`src/rtl/core/qec_pkg.sv`:
```
`timescale 1ns / 1ps
package qec_pkg;

  // Pin states, bit 0 = line A asserted, bit 1 = line B asserted
  localparam logic [1:0] ROLL_IDLE   = 2'h0;
  localparam logic [1:0] ROLL_A_ONLY = 2'h1;
  localparam logic [1:0] ROLL_B_ONLY = 2'h2;
  localparam logic [1:0] ROLL_BOTH   = 2'h3;

  // Bit positions in the detent edge flags
  localparam int FLG_FIRST_FWD = 0;
  localparam int FLG_FIRST_BWD = 1;
  localparam int FLG_LAST_FWD  = 2;
  localparam int FLG_LAST_BWD  = 3;
  localparam int FLG_MIDDLE    = 4;
  localparam int FLAG_W        = 5;

  // Step and direction codes, two's complement
  localparam logic signed [1:0] STEP_NONE = 2'sb00;
  localparam logic signed [1:0] STEP_FWD  = 2'sb01;
  localparam logic signed [1:0] STEP_BWD  = 2'sb11;

  // Decode modes
  localparam logic MODE_EDGE   = 1'b0;
  localparam logic MODE_DETENT = 1'b1;

  // Configuration registers
  localparam int CFG_IDX_W  = 1;
  localparam int CFG_DATA_W = 16;
  localparam logic [CFG_IDX_W-1:0] CFG_DECODE_MODE = 1'd0;
  localparam logic [CFG_IDX_W-1:0] CFG_TIMEOUT     = 1'd1;
  localparam logic [15:0] TIMEOUT_RESET = 16'd1000;

  typedef struct packed {
    logic signed [1:0]  step;
    logic [FLAG_W-1:0]  flags;
  } dec_out_t;

endpackage

```
`src/rtl/core/qec_if.sv`:
```
`timescale 1ns / 1ps
interface qec_sample_if;
  logic valid;
  logic ready;
  logic pin_a;
  logic pin_b;
  logic ms_tick;
  logic clear_count;
  logic clear_moved;

  modport source (output valid, pin_a, pin_b, ms_tick, clear_count, clear_moved,
                  input ready);
  modport sink (input valid, pin_a, pin_b, ms_tick, clear_count, clear_moved,
                output ready);
endinterface

interface qec_result_if;
  logic               valid;
  logic               ready;
  logic signed [31:0] count;
  logic               moved;
  logic signed [1:0]  step;
  logic [31:0]        last_move_ms;

  modport source (output valid, count, moved, step, last_move_ms, input ready);
  modport sink (input valid, count, moved, step, last_move_ms, output ready);
endinterface

```
`src/rtl/core/qec_decode.sv`:
```
`timescale 1ns / 1ps
// Transition decoder: works out the step for a change of pin state and the
// detent edge flags that follow it. Only meaningful when the pins changed.
module qec_decode (
  input  logic                      mode,
  input  logic [1:0]                prev,
  input  logic [1:0]                cur,
  input  logic [qec_pkg::FLAG_W-1:0] flags,
  input  logic signed [1:0]         last_dir,
  output qec_pkg::dec_out_t         dec
);
  import qec_pkg::*;

  logic signed [1:0] edge_step;
  logic signed [1:0] det_step;
  logic [FLAG_W-1:0] f;
  logic [FLAG_W-1:0] det_flags;

  // Edge mode: a skipped state repeats the remembered direction.
  always_comb begin
    edge_step = last_dir;
    case (cur)
      ROLL_IDLE: begin
        if (prev == ROLL_B_ONLY) edge_step = STEP_FWD;
        else if (prev == ROLL_A_ONLY) edge_step = STEP_BWD;
      end
      ROLL_A_ONLY: begin
        if (prev == ROLL_IDLE) edge_step = STEP_FWD;
        else if (prev == ROLL_BOTH) edge_step = STEP_BWD;
      end
      ROLL_B_ONLY: begin
        if (prev == ROLL_BOTH) edge_step = STEP_FWD;
        else if (prev == ROLL_IDLE) edge_step = STEP_BWD;
      end
      default: begin
        if (prev == ROLL_A_ONLY) edge_step = STEP_FWD;
        else if (prev == ROLL_B_ONLY) edge_step = STEP_BWD;
      end
    endcase
  end

  // Detent mode: gather flags, judge them when the lines fall back to idle.
  always_comb begin
    f = flags;
    det_step = STEP_NONE;
    if (prev == ROLL_IDLE) begin
      if (cur == ROLL_A_ONLY) f[FLG_FIRST_FWD] = 1'b1;
      else if (cur == ROLL_B_ONLY) f[FLG_FIRST_BWD] = 1'b1;
    end
    if (cur == ROLL_BOTH) begin
      f[FLG_MIDDLE] = 1'b1;
    end else if (cur == ROLL_IDLE) begin
      if (prev == ROLL_B_ONLY) f[FLG_LAST_FWD] = 1'b1;
      else if (prev == ROLL_A_ONLY) f[FLG_LAST_BWD] = 1'b1;
    end
    if (f[FLG_FIRST_FWD] && (f[FLG_LAST_FWD] || f[FLG_MIDDLE])) det_step = STEP_FWD;
    else if (f[FLG_LAST_FWD] && (f[FLG_FIRST_FWD] || f[FLG_MIDDLE])) det_step = STEP_FWD;
    else if (f[FLG_FIRST_BWD] && (f[FLG_LAST_BWD] || f[FLG_MIDDLE])) det_step = STEP_BWD;
    else if (f[FLG_LAST_BWD] && (f[FLG_FIRST_BWD] || f[FLG_MIDDLE])) det_step = STEP_BWD;
    det_flags = f;
    if (cur == ROLL_IDLE) begin
      det_flags = '0;
    end else begin
      det_step = STEP_NONE;
    end
  end

  always_comb begin
    if (mode == MODE_DETENT) begin
      dec.step  = det_step;
      dec.flags = det_flags;
    end else begin
      dec.step  = edge_step;
      dec.flags = flags;
    end
  end

endmodule

```
`src/rtl/core/quadrature_encoder_counter.sv`:
```
`timescale 1ns / 1ps
// Quadrature encoder counter. Each sample word carries the two active-low
// encoder lines, a millisecond tick and two clear requests; each accepted
// sample gives exactly one result word with the signed wrapping position
// count, the sticky moved flag (both as they stand before any clear asked
// for by that sample), the step taken (+1, -1 or 0) and the millisecond
// time of the latest counted step. A tick advances the millisecond clock
// before the sample is decoded. The block takes one sample every clock cycle
// unless results stall, and each result appears in the cycle after its sample:
// the decoder state and the result register are updated in the same cycle
// the sample is accepted, and the result register lets a new sample in while
// the previous result is being taken. There is no clearing pass after reset.
// The user must write configuration registers (decode_mode at index 0,
// direction_timeout_ms at index 1) only while the block is idle; not enforced.
module quadrature_encoder_counter (
  input  logic                             clk,
  input  logic                             rst,
  input  logic                             cfg_we,
  input  logic [qec_pkg::CFG_IDX_W-1:0]    cfg_index,
  input  logic [qec_pkg::CFG_DATA_W-1:0]   cfg_data,
  qec_sample_if.sink                       samples,
  qec_result_if.source                     results
);
  import qec_pkg::*;

  // Configuration
  logic        decode_mode;
  logic [15:0] timeout_ms;

  // Decoder state
  logic signed [31:0] position;
  logic [1:0]         prev_pins;
  logic [FLAG_W-1:0]  edge_flags;
  logic signed [1:0]  last_dir;
  logic               moved_flag;
  logic [31:0]        last_move_time;
  logic [31:0]        ms_clock;
  // Milliseconds since the last counted step; always equals
  // ms_clock - last_move_time, kept so the timeout is one add and compare.
  logic [31:0]        elapsed;

  // Result register
  logic               out_valid;
  logic signed [31:0] out_count;
  logic               out_moved;
  logic signed [1:0]  out_step;
  logic [31:0]        out_time;

  logic               fire;
  logic [1:0]         cur_pins;
  logic               pins_changed;
  dec_out_t           dec;
  logic signed [1:0]  step_taken;
  logic [31:0]        ms_clock_next;
  logic [31:0]        elapsed_next;
  logic signed [31:0] position_next;
  logic               moved_next;
  logic [31:0]        last_move_time_next;

  assign samples.ready = !out_valid || results.ready;
  assign fire = samples.valid && samples.ready;

  assign cur_pins     = {~samples.pin_b, ~samples.pin_a};
  assign pins_changed = (cur_pins != prev_pins);

  qec_decode u_decode (
    .mode     (decode_mode),
    .prev     (prev_pins),
    .cur      (cur_pins),
    .flags    (edge_flags),
    .last_dir (last_dir),
    .dec      (dec)
  );

  assign step_taken = pins_changed ? dec.step : STEP_NONE;

  always_comb begin
    ms_clock_next       = ms_clock + {31'd0, samples.ms_tick};
    elapsed_next        = elapsed + {31'd0, samples.ms_tick};
    position_next       = position;
    moved_next          = moved_flag;
    last_move_time_next = last_move_time;
    if (step_taken != STEP_NONE) begin
      position_next       = position + {{30{step_taken[1]}}, step_taken};
      moved_next          = 1'b1;
      last_move_time_next = ms_clock_next;
      elapsed_next        = '0;
    end
  end

  // Configuration writes
  always_ff @(posedge clk) begin
    if (rst) begin
      decode_mode <= MODE_EDGE;
      timeout_ms  <= TIMEOUT_RESET;
    end else if (cfg_we) begin
      case (cfg_index)
        CFG_DECODE_MODE: decode_mode <= cfg_data[0];
        CFG_TIMEOUT:     timeout_ms  <= cfg_data;
        default: ;
      endcase
    end
  end

  // Decoder state update on every accepted sample
  always_ff @(posedge clk) begin
    if (rst) begin
      position       <= '0;
      prev_pins      <= ROLL_IDLE;
      edge_flags     <= '0;
      last_dir       <= STEP_NONE;
      moved_flag     <= 1'b0;
      last_move_time <= '0;
      ms_clock       <= '0;
      elapsed        <= '0;
    end else if (fire) begin
      ms_clock       <= ms_clock_next;
      elapsed        <= elapsed_next;
      last_move_time <= last_move_time_next;
      position       <= samples.clear_count ? '0 : position_next;
      moved_flag     <= samples.clear_moved ? 1'b0 : moved_next;
      if (pins_changed) begin
        prev_pins  <= cur_pins;
        edge_flags <= dec.flags;
        if (step_taken != STEP_NONE) begin
          last_dir <= step_taken;
        end
      end else if (elapsed_next >= {16'd0, timeout_ms}) begin
        // Lines idle long enough: forget the direction used for skips.
        last_dir <= STEP_NONE;
      end
    end
  end

  // Result register
  always_ff @(posedge clk) begin
    if (rst) begin
      out_valid <= 1'b0;
    end else if (fire) begin
      out_valid <= 1'b1;
    end else if (results.ready) begin
      out_valid <= 1'b0;
    end
  end

  always_ff @(posedge clk) begin
    if (fire) begin
      out_count <= position_next;
      out_moved <= moved_next;
      out_step  <= step_taken;
      out_time  <= last_move_time_next;
    end
  end

  assign results.valid        = out_valid;
  assign results.count        = out_count;
  assign results.moved        = out_moved;
  assign results.step         = out_step;
  assign results.last_move_ms = out_time;

  // A reported step always comes with the moved flag set.
  a_step_sets_moved: assert property (@(posedge clk) disable iff (rst)
    (results.valid && results.step != STEP_NONE) |-> results.moved)
    else $error("step reported without moved flag");

  // The elapsed counter tracks the clock minus the time of the last step.
  a_elapsed_consistent: assert property (@(posedge clk) disable iff (rst)
    elapsed == ms_clock - last_move_time)
    else $error("elapsed time out of step with millisecond clock");

  // A clear request empties the count after the word is reported.
  a_clear_count: assert property (@(posedge clk) disable iff (rst)
    (fire && samples.clear_count) |=> (position == 32'sd0))
    else $error("count not cleared");

  // A counted step stamps the result with the current millisecond time.
  a_step_stamp: assert property (@(posedge clk) disable iff (rst)
    (fire && step_taken != STEP_NONE) |=> (out_time == ms_clock))
    else $error("step not stamped with current time");

  // The remembered direction never takes the unused code.
  a_dir_code: assert property (@(posedge clk) disable iff (rst)
    last_dir != 2'sb10)
    else $error("bad direction code");

endmodule
```
`src/flat_wrapper.sv`:
```
// flat-port wrapper written by rule: the top's interface ports become plain ports
module quadrature_encoder_counter_flat import qec_pkg::*;
  (clk, rst, cfg_we, cfg_index, cfg_data, samples_valid, samples_pin_a, samples_pin_b, samples_ms_tick, samples_clear_count, samples_clear_moved, samples_ready, results_valid, results_count, results_moved, results_step, results_last_move_ms, results_ready);
  qec_sample_if samples_i ();
  qec_result_if results_i ();
  input  logic clk;
  input  logic rst;
  input  logic cfg_we;
  input  logic [qec_pkg::CFG_IDX_W-1:0] cfg_index;
  input  logic [qec_pkg::CFG_DATA_W-1:0] cfg_data;
  input wire logic [$bits(samples_i.valid)-1:0] samples_valid;
  input wire logic [$bits(samples_i.pin_a)-1:0] samples_pin_a;
  input wire logic [$bits(samples_i.pin_b)-1:0] samples_pin_b;
  input wire logic [$bits(samples_i.ms_tick)-1:0] samples_ms_tick;
  input wire logic [$bits(samples_i.clear_count)-1:0] samples_clear_count;
  input wire logic [$bits(samples_i.clear_moved)-1:0] samples_clear_moved;
  output wire logic [$bits(samples_i.ready)-1:0] samples_ready;
  output wire logic [$bits(results_i.valid)-1:0] results_valid;
  output wire logic [$bits(results_i.count)-1:0] results_count;
  output wire logic [$bits(results_i.moved)-1:0] results_moved;
  output wire logic [$bits(results_i.step)-1:0] results_step;
  output wire logic [$bits(results_i.last_move_ms)-1:0] results_last_move_ms;
  input wire logic [$bits(results_i.ready)-1:0] results_ready;
  assign samples_i.valid = samples_valid;
  assign samples_i.pin_a = samples_pin_a;
  assign samples_i.pin_b = samples_pin_b;
  assign samples_i.ms_tick = samples_ms_tick;
  assign samples_i.clear_count = samples_clear_count;
  assign samples_i.clear_moved = samples_clear_moved;
  assign samples_ready = samples_i.ready;
  assign results_valid = results_i.valid;
  assign results_count = results_i.count;
  assign results_moved = results_i.moved;
  assign results_step = results_i.step;
  assign results_last_move_ms = results_i.last_move_ms;
  assign results_i.ready = results_ready;
  quadrature_encoder_counter u_core (.clk(clk), .rst(rst), .cfg_we(cfg_we), .cfg_index(cfg_index), .cfg_data(cfg_data), .samples(samples_i), .results(results_i));
endmodule
```
`config.mk`:
```
export PLATFORM = sky130hd
export DESIGN_NAME = quadrature_encoder_counter_flat
export DESIGN_NICKNAME = d
export VERILOG_FILES = /design/src/rtl/core/qec_pkg.sv /design/src/rtl/core/qec_if.sv /design/src/rtl/core/qec_decode.sv /design/src/rtl/core/quadrature_encoder_counter.sv /design/src/flat_wrapper.sv
export SDC_FILE = /design/constraint.sdc
export NUM_CORES = 1
export LEC_CHECK = 0
export ABC_AREA = 1
export BUFFER_PORTS_ARGS = -buffer_cell sky130_fd_sc_hd__clkbuf_2
export CAP_MARGIN = 5
export CELL_PAD_IN_SITES_DETAIL_PLACEMENT = 0
export CELL_PAD_IN_SITES_GLOBAL_PLACEMENT = 1
export CORE_AREA = 4 4 192 156
export DETAILED_ROUTE_END_ITERATION = 7
export DIE_AREA = 0 0 196 160
export PLACE_DENSITY = 0.76
export SLEW_MARGIN = 20
export SYNTH_ARGS = -nofsm -noshare
export SYNTH_HDL_FRONTEND = slang
export SYNTH_SLANG_ARGS = --single-unit
```
`constraint.sdc`:
```
create_clock -name clk -period 5.1 [get_ports clk]
set_input_delay 0.255 -clock clk [delete_from_list [all_inputs] [get_ports clk]]
set_output_delay 0.255 -clock clk [all_outputs]
set_load 0.01 [all_outputs]
```
Word level (Yosys, flattened, before mapping)
Cells that the tools add are included.
{"block": "totals", "register_bits": 223, "latchBits": 0, "ramBits": 0, "romBits": 0, "input_bits": 27, "out_inout_bits": 69, "n_memories": 0}
{"block": "classes", "addsub": 3, "multipliers": 0, "div_mod_pow": 0, "order_cmp": 1, "n_eq_ne": 8, "n_shift": 0, "mux": 38, "bitwise_logic": 3, "reduce_logical": 21}
{"op": "$mux 32", "n": 4}
{"op": "$add 32x1->32", "n": 2}
{"op": "$mux 2", "n": 20}
{"op": "$add 32x32->32", "n": 1}
{"op": "$ge 32x16->1", "n": 1}
{"op": "$mux 1", "n": 11}
{"op": "$eq 2x2->1 const B", "n": 4}
{"op": "$mux 7", "n": 1}
{"op": "$pmux 2 s3", "n": 1}
{"op": "$reduce_and 2->1", "n": 3}
{"op": "$reduce_and 3->1", "n": 2}
{"op": "$reduce_bool 2->1", "n": 3}
{"op": "$logic_and 1x1->1", "n": 5}
{"op": "$logic_or 1x1->1", "n": 5}
{"op": "$mux 5", "n": 1}
{"op": "$eq 2x1->1 const B", "n": 2}
{"op": "$logic_not 2->1", "n": 2}
{"op": "$not 1->1", "n": 3}
{"op": "$ne 2x2->1", "n": 1}
{"op": "$ne 2x2->1 const B", "n": 1}
{"op": "$logic_not 1->1", "n": 1}

Logic depth before layout (Yosys ltp)
{"block": "logic_depth", "depth_word": 19, "mapped_depth": 33, "mapped_depth_nobuf": 30}

By module
From an unflattened synthesis, not the netlist that was laid out.
{"block": "hier_totals", "cells_unflattened": 1803, "hier_area_um2": 12942.4}
{"module": "quadrature_encoder_counter", "n_inst": 1, "cells_per_inst": 1729, "area_per_inst_um2": 12612.1}
{"module": "qec_decode", "n_inst": 1, "cells_per_inst": 74, "area_per_inst_um2": 330.3}

Worst setup path before layout
OpenSTA, ideal clock, no wires.
{"block": "synth_path", "path_kind": "input-to-reg", "from": "input samples_pin_b", "to": "register u_core.out_count[19] (netlist: u_core.results.count[19]), data pin", "t_arrival_ns": 3.433, "path_slack_ns": 1.401, "cell_stages": 20, "path_buffers": 1, "path_cell_list": "buf_2 nor2_2 nor2_4 nand3_1 nand2_1 nand2_1 nand3_1 nand2_1 nand3_4 inv_1 ha_1 o21ai_0 o21ai_1 a21oi_1 o21ai_1 nand2_1 nand2_1 a21oi_1 xor2_1 a21boi_0"}
{"block": "synth_via", "elab_chain_len": 16, "elab_cells_between_ends": 32, "cone_classes": "add/sub (1); eq/ne (4); mux (16); bitwise (1); reduce/logical (10)"}
{"item": "start, declared", "line_no": "flat_wrapper.sv:13", "rtl": "input wire logic [$bits(samples_i.pin_b)-1:0] samples_pin_b;"}
{"item": "$not 1->1 *", "line_no": "quadrature_encoder_counter.sv:63", "rtl": "assign cur_pins = {~samples.pin_b, ~samples.pin_a};"}
{"item": "$eq 2x2->1", "line_no": "qec_decode.sv:22, qec_decode.sv:48"}
{"item": "$mux 1", "line_no": "qec_decode.sv:48", "rtl": "else if (cur == ROLL_B_ONLY) f[FLG_FIRST_BWD] = 1'b1;"}
{"item": "$mux 1", "line_no": "qec_decode.sv:47", "rtl": "if (cur == ROLL_A_ONLY) f[FLG_FIRST_FWD] = 1'b1;"}
{"item": "$mux 2", "line_no": "qec_decode.sv:46", "rtl": "if (prev == ROLL_IDLE) begin"}
{"item": "$logic_or 1x1->1", "line_no": "qec_decode.sv:59", "rtl": "else if (f[FLG_LAST_BWD] && (f[FLG_FIRST_BWD] || f[FLG_MIDDLE])) det_step = STEP_BWD;"}
{"item": "$logic_and 1x1->1", "line_no": "qec_decode.sv:59"}
{"item": "$mux 2", "line_no": "qec_decode.sv:59"}
{"item": "[... 2 more ...]"}
{"item": "$mux 2", "line_no": "qec_decode.sv:56", "rtl": "if (f[FLG_FIRST_FWD] && (f[FLG_LAST_FWD] || f[FLG_MIDDLE])) det_step = STEP_FWD;"}
{"item": "$mux 2", "line_no": "qec_decode.sv:61", "rtl": "if (cur == ROLL_IDLE) begin"}
{"item": "$mux 7", "line_no": "qec_decode.sv:69", "rtl": "if (mode == MODE_DETENT) begin"}
{"item": "$mux 2 *", "line_no": "quadrature_encoder_counter.sv:75", "rtl": "assign step_taken = pins_changed ? dec.step : STEP_NONE;"}
{"item": "via u_core.step_taken[1]", "line_no": "quadrature_encoder_counter.sv:53", "rtl": "logic signed [1:0] step_taken;"}
{"item": "$add 32x32->32 / $reduce_bool 2->1 (equally long branches)", "line_no": "quadrature_encoder_counter.sv:84, quadrature_encoder_counter.sv:83"}
{"item": "$mux 32 *", "line_no": "quadrature_encoder_counter.sv:83", "rtl": "if (step_taken != STEP_NONE) begin"}
{"item": "via u_core.position_next[19]", "line_no": "quadrature_encoder_counter.sv:56", "rtl": "logic signed [31:0] position_next;"}
{"item": "end signal, assigned", "line_no": "quadrature_encoder_counter.sv:148", "rtl": "out_count <= position_next;"}
{"item": "end, declared", "line_no": "quadrature_encoder_counter.sv:44", "rtl": "logic signed [31:0] out_count;"}
The timed path passes the listed nets; every way through them passes the cells marked *.
A chain may end at the register's enable or synchronous reset.

Worst setup path in the final report
{"block": "layout_path", "from": "register u_core.prev_pins[0]", "to": "register u_core.position[25]"}
{"block": "layout_via", "elab_chain_len": 16, "elab_cells_between_ends": 39, "cone_classes": "add/sub (1); eq/ne (4); mux (24); reduce/logical (10)"}
{"item": "start, declared", "line_no": "quadrature_encoder_counter.sv:32", "rtl": "logic [1:0] prev_pins;"}
{"item": "start signal, assigned", "line_no": "quadrature_encoder_counter.sv:123", "rtl": "prev_pins <= cur_pins;"}
{"item": "$eq 2x1->1", "line_no": "qec_decode.sv:25, qec_decode.sv:36, qec_decode.sv:54"}
{"item": "$mux 1", "line_no": "qec_decode.sv:54", "rtl": "else if (prev == ROLL_A_ONLY) f[FLG_LAST_BWD] = 1'b1;"}
{"item": "$mux 1", "line_no": "qec_decode.sv:53", "rtl": "if (prev == ROLL_B_ONLY) f[FLG_LAST_FWD] = 1'b1;"}
{"item": "$mux 2", "line_no": "qec_decode.sv:52", "rtl": "end else if (cur == ROLL_IDLE) begin"}
{"item": "$mux 2", "line_no": "qec_decode.sv:50", "rtl": "if (cur == ROLL_BOTH) begin"}
{"item": "$logic_and 1x1->1 / $logic_or 1x1->1 (equally long branches)", "line_no": "qec_decode.sv:59, qec_decode.sv:58"}
{"item": "$mux 2 / $logic_and 1x1->1 (equally long branches)", "line_no": "qec_decode.sv:59, qec_decode.sv:58"}
{"item": "$mux 2", "line_no": "qec_decode.sv:58", "rtl": "else if (f[FLG_FIRST_BWD] && (f[FLG_LAST_BWD] || f[FLG_MIDDLE])) det_step = STEP_BWD;"}
{"item": "[... 2 more ...]"}
{"item": "$mux 2", "line_no": "qec_decode.sv:61"}
{"item": "$mux 7", "line_no": "qec_decode.sv:69"}
{"item": "$mux 2 *", "line_no": "quadrature_encoder_counter.sv:75"}
{"item": "via u_core.step_taken[1]", "line_no": "quadrature_encoder_counter.sv:53"}
{"item": "$add 32x32->32 / $reduce_bool 2->1 (equally long branches)", "line_no": "quadrature_encoder_counter.sv:84, quadrature_encoder_counter.sv:83"}
{"item": "$mux 32 *", "line_no": "quadrature_encoder_counter.sv:83"}
{"item": "via u_core.position_next[25]", "line_no": "quadrature_encoder_counter.sv:56"}
{"item": "$mux 32 *", "line_no": "quadrature_encoder_counter.sv:120", "rtl": "position <= samples.clear_count ? '0 : position_next;"}
{"item": "end signal, assigned", "line_no": "quadrature_encoder_counter.sv:120"}
{"item": "end, declared", "line_no": "quadrature_encoder_counter.sv:31", "rtl": "logic signed [31:0] position;"}
Marks and branches as above.

==> flow_metrics.py <==
metrics = {
    "timing": {
        "fmax_ghz": 0.242,
        "timing.setup.tns_ns": 0,
        "finalClockSkew_ns": 0.00764,
        "finalHoldViolCount": 0,
        "period_needed_ns": 4.13,
        "setup_viol": 0,
        "drv_slew": 0,
        "tightestPinTransition_ns": 0.910,
        "period_share_pct": 81.0,
        "rsz0062_at_grt": "no",
        "slew_headroom_pct": 39.3,
    },
    "outcome": {
        "status": "completed",
    },
    "clocking": {
        "clock_path_buffers": 3,
        "cts_resized": 0,
        "cts_max_level": 1,
        "cts_tree": "done",
        "clockRootBuffer": "clkbuf_16",
        "postCtsSetupBuffers": 0,
        "clk_pin_slew_worst_paths_ns": 0.06,
        "cts-buffers-inserted": 25,
        "cts_hold_buffers": 10,
        "cts_num_sinks": 223,
        "clk_latency_ns": 0.52,
    },
    "worst_setup_path": {
        "critical_path_buf_inv_count": 3,
        "cpMaxStageDelayCell": "nor4_1",
        "cp-end-kind": "flop",
        "worstSetupPathType": "reg -> reg",
        "worstPathRequired_ns": 5.48,
        "cp-start-kind": "flop",
        "slowest_delay_ns": 0.65,
        "crit_family": "simple AND/OR/NAND/NOR gates",
        "cp_common_cell": "nand2_1",
        "crit_fanout": 27,
        "cp.arrival_ns": 4.51,
        "path_cells": "nor2_1 > nand2_1 > nand2_1 > inv_1 > nand2_1 > nand2_1 > nand3_1 > nand2_1 > nand3_4 > inv_1 > buf_4 > ha_1 > nand2_1 > nor4_1 > nand3_1 > nand3_1 > nand2_1 > nand2_1 > xnor2_1 > o21ai_2 > nand2_1 > a21oi_1",
    },
    "final_layout": {
        "fill_cells": 2752,
        "final_nets": 1792,
        "seq_area_mm2": 0.00513,
        "final_cell_mix": "355 x nand2_1, 223 x inv_1, 172 x a21oi_1, 156 x dfxtp_1, 118 x nor2_1",
        "num_antenna_cells": 0,
        "final_common_cell": "nand2_1",
        "multi_input_area_mm2": 0.00612,
        "postLayoutCellArea_mm2": 0.0140,
        "instances_no_fill": 2102,
        "drive_gt1_share_pct": 12.9,
        "area_growth_pct": 12.5,
    },
    "global_routing": {
        "antenna_found_initial": 0,
        "grt_max_degree": 102,
        "track_usage_pct": 19.0,
        "grt_pass1_wl_um": 50700,
        "grt_pass1_vias": 9872,
        "grt-ovfl-total": 0,
    },
    "synthesis": {
        "ys_ff_latch": 223,
        "syn_area_mm2": 0.0125,
        "ys_types": 50,
        "seq_area_frac_synth_pct": 41.2,
        "synthArstFlopShare_pct": 0,
        "synth_flop_cell": "dfxtp_1",
        "syn-instance-count": 1639,
        "synth_edf_count": 67,
        "syn-num-nets": 1718,
        "ys_warn_count": 0,
        "synth.avg_cell_area_um2": 7.61,
    },
    "place": {
        "placed_cells": 2046,
        "place_congestion": 0.864,
        "io_buffers": 95,
        "dpl_cell_area_mm2": 0.0131,
        "hpwl_um": 21600,
    },
    "floorplanning": {
        "fp.coreArea_mm2": 0.0281,
        "io_pins": 96,
        "placement_rows": 55,
        "fp.dieW_um": 196,
        "initial_utilization_pct": 44.4,
        "die-area_mm2": 0.0314,
        "dieHeight_um": 160,
    },
    "pwr": {
        "power_density_mw_per_mm2": 344,
        "irDropWorstVdd_mv": 0.262,
        "p_leak_uw": 0.00626,
    },
    "routing": {
        "antenna_left": 0,
        "firstDrtPassIters": 5,
        "drtIter0Drc": 619,
        "wire_per_inst_um": 14.5,
        "vias_per_cell": 4.99,
        "via_count": 10500,
        "drcViolationCount": 0,
        "drt_wl_total_um": 30400,
    },
    "worst_hold_path": {
        "hp-class": "in -> reg",
    },
    "job": {
        "cap_violations": 0,
    },
}
-- layout make-up --
class | instances | share of cell area, %
clock buffer | 38 | 5.16
clock inverter | 8 | 0.517
inverter | 229 | 6.16
multi-input combinational | 1119 | 43.6
sequential | 223 | 36.6
tap | 370 | 3.30
timing repair buffer | 115 | 4.65
-- report_power, final --
part | internal, uW | leakage, uW | total [uW] | switching, uW
registers | 2010 | 0.00196 | 2090 | 81.0
logic | 323 | 0.00391 | 986 | 663
clock network | 1030 | 0.000396 | 1750 | 718
total | 3370 | 0.00626 | 4830 | 1460
-- metrics by stage --
step	setup slack, ns	power (uW)	hold slack, ns	util, %
after floorplan	1.40	2890	0.385	-
after global placement	1.03	3110	0.438	46.8
after detailed placement	1.00	3120	0.431	46.8
after CTS	0.998	4910	0.00112	50.0
after global routing	0.581	5110	0.0335	50.0
final	0.967	4830	0.0272	50.0
-- logic make-up (layout without fill, tap and decap cells) --
group,count (synthesis),after routing,share of synthesized area [%]
AO/OA/AOI/OAI,389,389,17.8
XOR/XNOR,80,80,5.62
adder cells (fa/ha/maj),52,52,5.28
buffers and inverters,297,390,9.82
flip-flops,223,223,41.2
AND/OR/NAND/NOR,598,598,20.4
-- flip-flops by register name (all words and copies together) (netlist names) --
signal,count
u_core.results.last_move_ms,32
u_core.timeout_ms,16
u_core.results.step,2
u_core.prev_pins,2
u_core.elapsed,32
u_core.last_move_time,32
u_core.moved_flag,1
u_core.ms_clock,32
u_core.decode_mode,1
u_core.last_dir,2
u_core.results.count,32
u_core.results.moved,1
u_core.edge_flags,5
u_core.results.valid,1
u_core.position,32
-- routing by layer --
metal  track usage, %  part of all wire, %  wire length (um)  up-vias
met5                0                    0                 0        -
met4             2.95                  1.4               432        0
met3             2.45                  3.7              1120       26
met2             29.6                   43             13200      158
met1             28.8                   51             15700     4775
li1                 -                    -                 -     5537
-- worst register-to-register path: stages, from the launching register on --
cell and delay, ns:
dfxtp_1 0.46, nor2_1 0.11, nand2_1 0.09, nand2_1 0.06, inv_1 0.07, nand2_1 0.05, nand2_1 0.09, nand3_1 0.08
nand2_1 0.10, nand3_4 0.17, inv_1 0.28, buf_4 0.39, ha_1 0.30, nand2_1 0.14, nor4_1 0.66, nand3_1 0.18
nand3_1 0.22, nand2_1 0.09, nand2_1 0.11, xnor2_1 0.14, o21ai_2 0.08, nand2_1 0.07, a21oi_1 0.06
-- worst paths after layout --
check	start	to	slack (ns)	cells after the start
max reg2reg	u_core.prev_pins[0]	u_core.position[25]	0.97	22
max	u_core.prev_pins[0]	u_core.position[25]	0.97	22
min	cfg_data[4]	u_core.timeout_ms[4]	0.03	3
min reg2reg	u_core.edge_flags[2]	u_core.edge_flags[2]	0.44	2
-- cells in the mapped netlist (20+ instances only) --
library cell | number | share of area [%]
a21oi_1 | 172 | 6.9
clkbuf_1 | 44 | 1.3
dfxtp_1 | 156 | 25
edfxtp_1 | 67 | 16
ha_1 | 51 | 5.1
inv_1 | 224 | 6.7
nand2_1 | 356 | 11
nand3_1 | 43 | 1.7
nand4_1 | 20 | 1.0
nor2_1 | 119 | 3.6
o21ai_0 | 114 | 4.6
o21ai_2 | 46 | 3.2
xnor2_1 | 27 | 1.9
xor2_1 | 53 | 3.7
Power figures use the tool's default switching activity.
